**config.mk**
```make
export PLATFORM = sky130hd
export DESIGN_NAME = stable_priority_queue
export DESIGN_NICKNAME = d
export VERILOG_FILES = /design/src/spq_pkg.sv /design/src/spq_cell.sv /design/src/stable_priority_queue.sv
export SDC_FILE = /design/constraint.sdc
export NUM_CORES = 2
export LEC_CHECK = 0
export BUFFER_PORTS_ARGS = -buffer_cell sky130_fd_sc_hd__buf_2
export CAP_MARGIN = 20
export CORE_MARGIN = 3
export CORE_UTILIZATION = 45
export CTS_CLUSTER_DIAMETER = 30
export DETAILED_ROUTE_END_ITERATION = 10
export GPL_ROUTABILITY_DRIVEN = 0
export GPL_TIMING_DRIVEN = 0
export PLACE_DENSITY_LB_ADDON = 0.08
export SYNTH_ARGS = -nofsm -noshare
export SYNTH_HDL_FRONTEND = slang
export SYNTH_SLANG_ARGS = --single-unit
```
**constraint.sdc**
```tcl
create_clock -name clock -period 9.1 [get_ports clock]
set_clock_uncertainty 0.15 [all_clocks]
set_input_delay 0.91 -clock clock [delete_from_list [all_inputs] [get_ports clock]]
set_output_delay 0.91 -clock clock [all_outputs]
set_load 0.03 [all_outputs]
```
**src/spq_pkg.sv**
```systemverilog
// Shared types and constants for the stable priority queue.
// No dependencies; imported by spq_cell and stable_priority_queue.
package spq_pkg;

   localparam int SPQ_CAPACITY = 16;
   localparam int SPQ_VAL_W    = 32;
   localparam int SPQ_PRI_W    = 8;

   localparam logic SPQ_CMD_ENQ = 1'b0;
   localparam logic SPQ_CMD_DEQ = 1'b1;

   typedef enum logic [1:0] {
      SPQ_ST_OK    = 2'd0,
      SPQ_ST_EMPTY = 2'd1,
      SPQ_ST_FULL  = 2'd2
   } spq_status_type;

   // broadcast to every cell in the chain
   typedef struct packed {
      logic                 enq;
      logic                 deq;
      logic [SPQ_PRI_W-1:0] pri;
      logic [SPQ_VAL_W-1:0] val;
   } spq_ctrl_type;

endpackage

```
**src/spq_cell.sv**
```systemverilog
// One slot of the sorted register chain: holds a priority and a value.
// Depends on spq_pkg.
module spq_cell (
   input  logic                           clock,
   input  spq_pkg::spq_ctrl_type          ctrl,
   input  logic                           occupied,
   input  logic                           ge_left,
   input  logic [spq_pkg::SPQ_PRI_W-1:0]  left_pri,
   input  logic [spq_pkg::SPQ_VAL_W-1:0]  left_val,
   input  logic [spq_pkg::SPQ_PRI_W-1:0]  right_pri,
   input  logic [spq_pkg::SPQ_VAL_W-1:0]  right_val,
   output logic                           ge_out,
   output logic [spq_pkg::SPQ_PRI_W-1:0]  pri_out,
   output logic [spq_pkg::SPQ_VAL_W-1:0]  val_out
);
   import spq_pkg::*;

   logic [SPQ_PRI_W-1:0] pri_ff, pri_in;
   logic [SPQ_VAL_W-1:0] val_ff, val_in;

   // new entry goes behind this one when priorities tie
   assign ge_out  = occupied && (pri_ff >= ctrl.pri);
   assign pri_out = pri_ff;
   assign val_out = val_ff;

   always_comb begin
      pri_in = pri_ff;
      val_in = val_ff;
      if (ctrl.enq && !ge_out) begin
         if (ge_left) begin
            pri_in = ctrl.pri;
            val_in = ctrl.val;
         end else begin
            pri_in = left_pri;
            val_in = left_val;
         end
      end else if (ctrl.deq) begin
         pri_in = right_pri;
         val_in = right_val;
      end
   end

   always_ff @(posedge clock) begin
      pri_ff <= pri_in;
      val_ff <= val_in;
   end

endmodule

```
**src/stable_priority_queue.sv**
```systemverilog
// Stable priority queue: top level with the cell chain and stream handshakes.
// Depends on spq_pkg and spq_cell.
//
// Usage: each req transaction carries a command in req_tuser (0 enqueue,
// 1 dequeue) and the value and priority in req_tdata. Every request gives
// exactly one rsp transaction: the dequeued value in rsp_tdata, the status
// and the now-empty flag in rsp_tuser.
// The store is a row of CAPACITY cells kept sorted by priority, head in
// cell 0. On enqueue every cell compares its priority with the new one at
// once and either holds, takes the new entry or takes its left neighbour;
// on dequeue every cell takes its right neighbour. Equal priorities keep
// arrival order.
// Responses are registered, valid in the cycle after acceptance; one request
// per cycle is taken while the response side keeps up. A stalled rsp_tready
// holds the response register and req_tready drops until it is taken.
// Reset empties the queue at once; no clearing pass is needed.
// Enqueue on a full queue is dropped with status 2; dequeue on an empty
// queue returns 0 with status 1.
module stable_priority_queue #(
   parameter int CAPACITY = spq_pkg::SPQ_CAPACITY
) (
   input  logic        clock,
   input  logic        reset,
   input  logic        req_tvalid,
   output logic        req_tready,
   input  logic [39:0] req_tdata,   // [31:0] item_value, [39:32] item_priority
   input  logic        req_tuser,   // command
   output logic        rsp_tvalid,
   input  logic        rsp_tready,
   output logic [31:0] rsp_tdata,   // [31:0] out_value
   output logic [2:0]  rsp_tuser    // [1:0] status, [2] now_empty
);
   import spq_pkg::*;

   localparam int CNT_W = $clog2(CAPACITY + 1);

   logic [CNT_W-1:0]     count_ff, count_in;
   logic                 rsp_valid_ff, rsp_valid_in;
   logic [SPQ_VAL_W-1:0] rsp_value_ff, rsp_value_in;
   spq_status_type       rsp_status_ff, rsp_status_in;
   logic                 rsp_empty_ff, rsp_empty_in;

   spq_ctrl_type         ctrl;
   logic                 accept, is_full, is_empty;

   logic [CAPACITY-1:0]  ge;
   logic [SPQ_PRI_W-1:0] cell_pri [CAPACITY];
   logic [SPQ_VAL_W-1:0] cell_val [CAPACITY];

   assign req_tready = !rsp_valid_ff || rsp_tready;
   assign accept     = req_tvalid && req_tready;
   assign is_full    = (count_ff == CNT_W'(CAPACITY));
   assign is_empty   = (count_ff == '0);

   assign ctrl.enq = accept && (req_tuser == SPQ_CMD_ENQ) && !is_full;
   assign ctrl.deq = accept && (req_tuser == SPQ_CMD_DEQ) && !is_empty;
   assign ctrl.pri = req_tdata[39:32];
   assign ctrl.val = req_tdata[31:0];

   for (genvar i = 0; i < CAPACITY; i++) begin : g_cell
      logic                 occ;
      logic                 ge_l;
      logic [SPQ_PRI_W-1:0] l_pri, r_pri;
      logic [SPQ_VAL_W-1:0] l_val, r_val;

      assign occ = (CNT_W'(i) < count_ff);

      if (i == 0) begin : g_head
         assign ge_l  = 1'b1;
         assign l_pri = ctrl.pri;
         assign l_val = ctrl.val;
      end else begin : g_body
         assign ge_l  = ge[i-1];
         assign l_pri = cell_pri[i-1];
         assign l_val = cell_val[i-1];
      end

      if (i == CAPACITY - 1) begin : g_tail
         assign r_pri = cell_pri[i];
         assign r_val = cell_val[i];
      end else begin : g_next
         assign r_pri = cell_pri[i+1];
         assign r_val = cell_val[i+1];
      end

      spq_cell u_cell (
         .clock     (clock),
         .ctrl      (ctrl),
         .occupied  (occ),
         .ge_left   (ge_l),
         .left_pri  (l_pri),
         .left_val  (l_val),
         .right_pri (r_pri),
         .right_val (r_val),
         .ge_out    (ge[i]),
         .pri_out   (cell_pri[i]),
         .val_out   (cell_val[i])
      );
   end

   always_comb begin
      count_in      = count_ff;
      rsp_valid_in  = rsp_valid_ff && !rsp_tready;
      rsp_value_in  = rsp_value_ff;
      rsp_status_in = rsp_status_ff;
      rsp_empty_in  = rsp_empty_ff;
      if (ctrl.enq) begin
         count_in = count_ff + 1'b1;
      end else if (ctrl.deq) begin
         count_in = count_ff - 1'b1;
      end
      if (accept) begin
         rsp_valid_in  = 1'b1;
         rsp_value_in  = '0;
         rsp_status_in = SPQ_ST_OK;
         rsp_empty_in  = (count_in == '0);
         if (req_tuser == SPQ_CMD_ENQ) begin
            if (is_full) begin
               rsp_status_in = SPQ_ST_FULL;
            end
         end else if (is_empty) begin
            rsp_status_in = SPQ_ST_EMPTY;
         end else begin
            rsp_value_in = cell_val[0];
         end
      end
   end

   always_ff @(posedge clock) begin
      if (reset) begin
         count_ff     <= '0;
         rsp_valid_ff <= 1'b0;
      end else begin
         count_ff     <= count_in;
         rsp_valid_ff <= rsp_valid_in;
      end
      rsp_value_ff  <= rsp_value_in;
      rsp_status_ff <= rsp_status_in;
      rsp_empty_ff  <= rsp_empty_in;
   end

   assign rsp_tvalid = rsp_valid_ff;
   assign rsp_tdata  = rsp_value_ff;
   assign rsp_tuser  = {rsp_empty_ff, rsp_status_ff};

endmodule

```
==> impl_metrics.ini <==
[outcome]
status = completed

[setup_path]
max_stage_delay_ns = 0.91
path_max_fanout = 26
worstSetupStartpointType = primary input
crit_type = primary input to flop
startpoint = req_tdata[35]
worst-path-buf-inv = 5
timing.rr.start = g_cell[0].u_cell.pri_out[0]
r2r_slack_ns = 4.47
rr_endpoint = g_cell[0].u_cell.val_out[4]
end_kind = flop
reg2reg_depth = 11
cpMaxStageDelayCell = a2bb2oi_1
arrival_ns = 5.44
worstPathRequired_ns = 9.40
crit_chain = buf_2 > inv_1 > ha_1 > a2111oi_0 > a2111oi_0 > a2bb2oi_1 > nand2b_1 > buf_2 > buf_2 > nand2_2 > buf_12
crit_family = buffers and inverters
crit_top_cell = buf_2

[clock_network]
cts_tree = built
postCtsHoldBufs = 0
cts_root_buffer = clkbuf_16
clk_path_buf_depth = 3
ctsResizeCount = 0
cts_setup_buffers = 0
clk_latency_ns = 0.72
h-tree-depth = 4
clk_pin_slew_worst_paths_ns = 0.05
cts_sinks = 681
numCtsBuffers = 167

[hold_path]
hold_path_end = rsp_tvalid
hold_class = primary input to flop
whs_path_depth = 3
hold_start = req_tvalid

[sta]
slew_headroom_pct = 19.82
slew_viol_final = 0
worstMarginPinSlew_ns = 1.203
whs_ns = 0.2981
rsz0062_at_grt = no
period_share_pct = 56.57
setup_ws_ns = 3.952
hold_viol_final = 0
fin_tns_setup_ns = 0
finalSetupViolations = 0
fmax_ghz = 0.1943
layout_min_cycle_time_ns = 5.148

[global_route]
grt_pass1_vias = 28784
grt_max_degree = 32
track_usage_pct = 26.98
grt_overflow = 0
antenna_found_initial = 1
grt_pass1_wl_um = 175600

[die]
initial_core_util_pct = 45.75
core_area_um2 = 79520
io_pins = 82
design.die.area_um2 = 84290
die_w_um = 290.3
die_h_um = 290.3
rows = 103

[routing]
ant_nets = 0
first_pass_iters = 5
drc = 0
routedWlPerCell_um = 24.90
routed_wl_um = 115300
num_vias = 27559
drtIter0Drc = 2328
drt-vias-per-instance = 5.950

[yosys]
ys_ff_latch = 681
ys_async_sr_fraction_pct = 0
yosysWarnings = 0
synth_nets = 3340
syn_area_um2 = 36380
syn_avg_cell_area_um2 = 11.50
synth-edff-count = 675
synth_ff_type = edfxtp_1
ys_types = 50
yosysSeqAreaShare_pct = 56.04
synth_cells = 3163

[place]
dp_cells = 4318
dp_hpwl_um = 83580
pre_cts_ws_ns = 3.310
portBuffers = 81

[finish]
fill_cells = 6745
fin_nets = 3617
area_growth_pct = 21.84
finalNonFillerCells = 4632
drive_gt1_share_pct = 14.33

[power]
power.density_nw_per_um2 = 297.7
vdd_drop_max_mv = 0.1991
leakage_nw = 16.68

[run]
maxCapViolCount = 0
cell families after synthesis:
| kind of cell | after synthesis | synth area share (%) |
|---|---|---|
| multiplexers | 626 | 17.47 |
| XOR/XNOR | 4 | 0.09629 |
| flip-flops | 681 | 56.04 |
| buffers and inverters | 277 | 3.264 |
| AND/OR/NAND/NOR | 726 | 8.202 |
| AO/OA/AOI/OAI | 717 | 10.38 |
| adder cells (fa/ha/maj) | 132 | 4.540 |
final cells by class:
type                       instances  area, µm²  share of cell area [%]
inverter                          39      146.4                  0.3302
tap                             1050       1314                   2.964
multi-input combinational       2205      14850                   33.51
timing repair buffer             108      854.6                   1.928
clock buffer                     192       4389                   9.902
clock inverter                   116       1333                   3.006
sequential                       681      20390                   46.00
antenna                            3      7.507                 0.01694
buffer                           238       1041                   2.348
cells in the final DEF, fill, tap and decap left out, types with 132 or more instances in the layout:
cell type and n:
mux2i_1 553, nor2_1 151, clkbuf_16 172, nand2_1 469, buf_2 145, clkbuf_1 167, a21oi_1 190, ha_1 132
o21ai_0 427, edfxtp_1 675
state kept, by name (all words and copies together), names as in the netlist:
name and count:
count_ff 5, g_cell.u_cell.pri_out 128, g_cell.u_cell.val_out 512, rsp_empty_ff 1, rsp_status_ff 2, rsp_tdata 32, rsp_tvalid 1
worst max-delay path by stage:
stage / endpoint / slack, ns / depth (start not counted)
after floorplan: g_cell[15].u_cell.pri_out[0] / 3.91 / 5
after global placement: g_cell[15].u_cell.val_out[17] / 1.25 / 6
after detailed placement: g_cell[0].u_cell.val_out[4] / 3.31 / 11
after CTS: g_cell[0].u_cell.val_out[4] / 4.06 / 11
after global routing: g_cell[0].u_cell.val_out[5] / 3.85 / 11
final: g_cell[0].u_cell.val_out[4] / 3.95 / 11
where the power goes:
part           switching [mW]  leakage [nW]  internal [mW]
Clock                    1.86          2.78           4.18
Combinational            1.67          7.48          0.886
Sequential              0.319          6.43           4.28
worst min-delay path, cell delays in order:
cell	delay, ns
buf_2	0.10
inv_1	0.04
a21oi_1	0.05
metrics by stage:
step | total power [mW] | utilization [%] | cell area (µm²)
floorplan | 6.175 | - | 36380
global placement | 7.042 | 47.92 | 38100
detailed placement | 7.150 | 48.50 | 38560
CTS | 13.22 | 55.70 | 44290
global route | 13.73 | 55.74 | 44320
finish | 13.19 | 55.75 | 44330
cells in the mapped netlist (3+ instances only):
| cell type | n | area [µm²] |
|---|---|---|
| mux2i_1 | 553 | 5535 |
| buf_4 | 10 | 75.07 |
| buf_6 | 4 | 45.04 |
| a31oi_1 | 3 | 18.77 |
| xnor2_1 | 4 | 35.03 |
| mux2_2 | 43 | 484.2 |
| a2111oi_0 | 3 | 26.28 |
| clkbuf_1 | 148 | 555.5 |
| nand2b_1 | 22 | 137.6 |
| nor2b_1 | 3 | 18.77 |
| nand3_1 | 5 | 25.02 |
| ha_1 | 132 | 1652 |
| nor2_1 | 151 | 566.8 |
| o21ai_0 | 427 | 2137 |
| and2_1 | 3 | 18.77 |
| edfxtp_1 | 675 | 20270 |
| buf_1 | 12 | 45.04 |
| o21ai_1 | 62 | 310.3 |
| dfxtp_1 | 6 | 120.1 |
| a21o_1 | 6 | 45.04 |
| inv_1 | 39 | 146.4 |
| mux2_1 | 30 | 337.8 |
| nand4_1 | 16 | 100.1 |
| and3_1 | 33 | 206.5 |
| a21oi_1 | 191 | 955.9 |
| buf_2 | 64 | 320.3 |
| nand2_1 | 481 | 1805 |
| a2111o_1 | 11 | 123.9 |
routing by layer:
layer  GRT usage (%)  vias to the layer above  wire [µm]
li1                -                    12308          -
met1           38.26                    13912      52520
met2           41.39                     1116      51100
met3           4.455                      223       7622
met4           10.88                        0       4083
met5               0                        -          0
(Power assumes the default switching activity.)
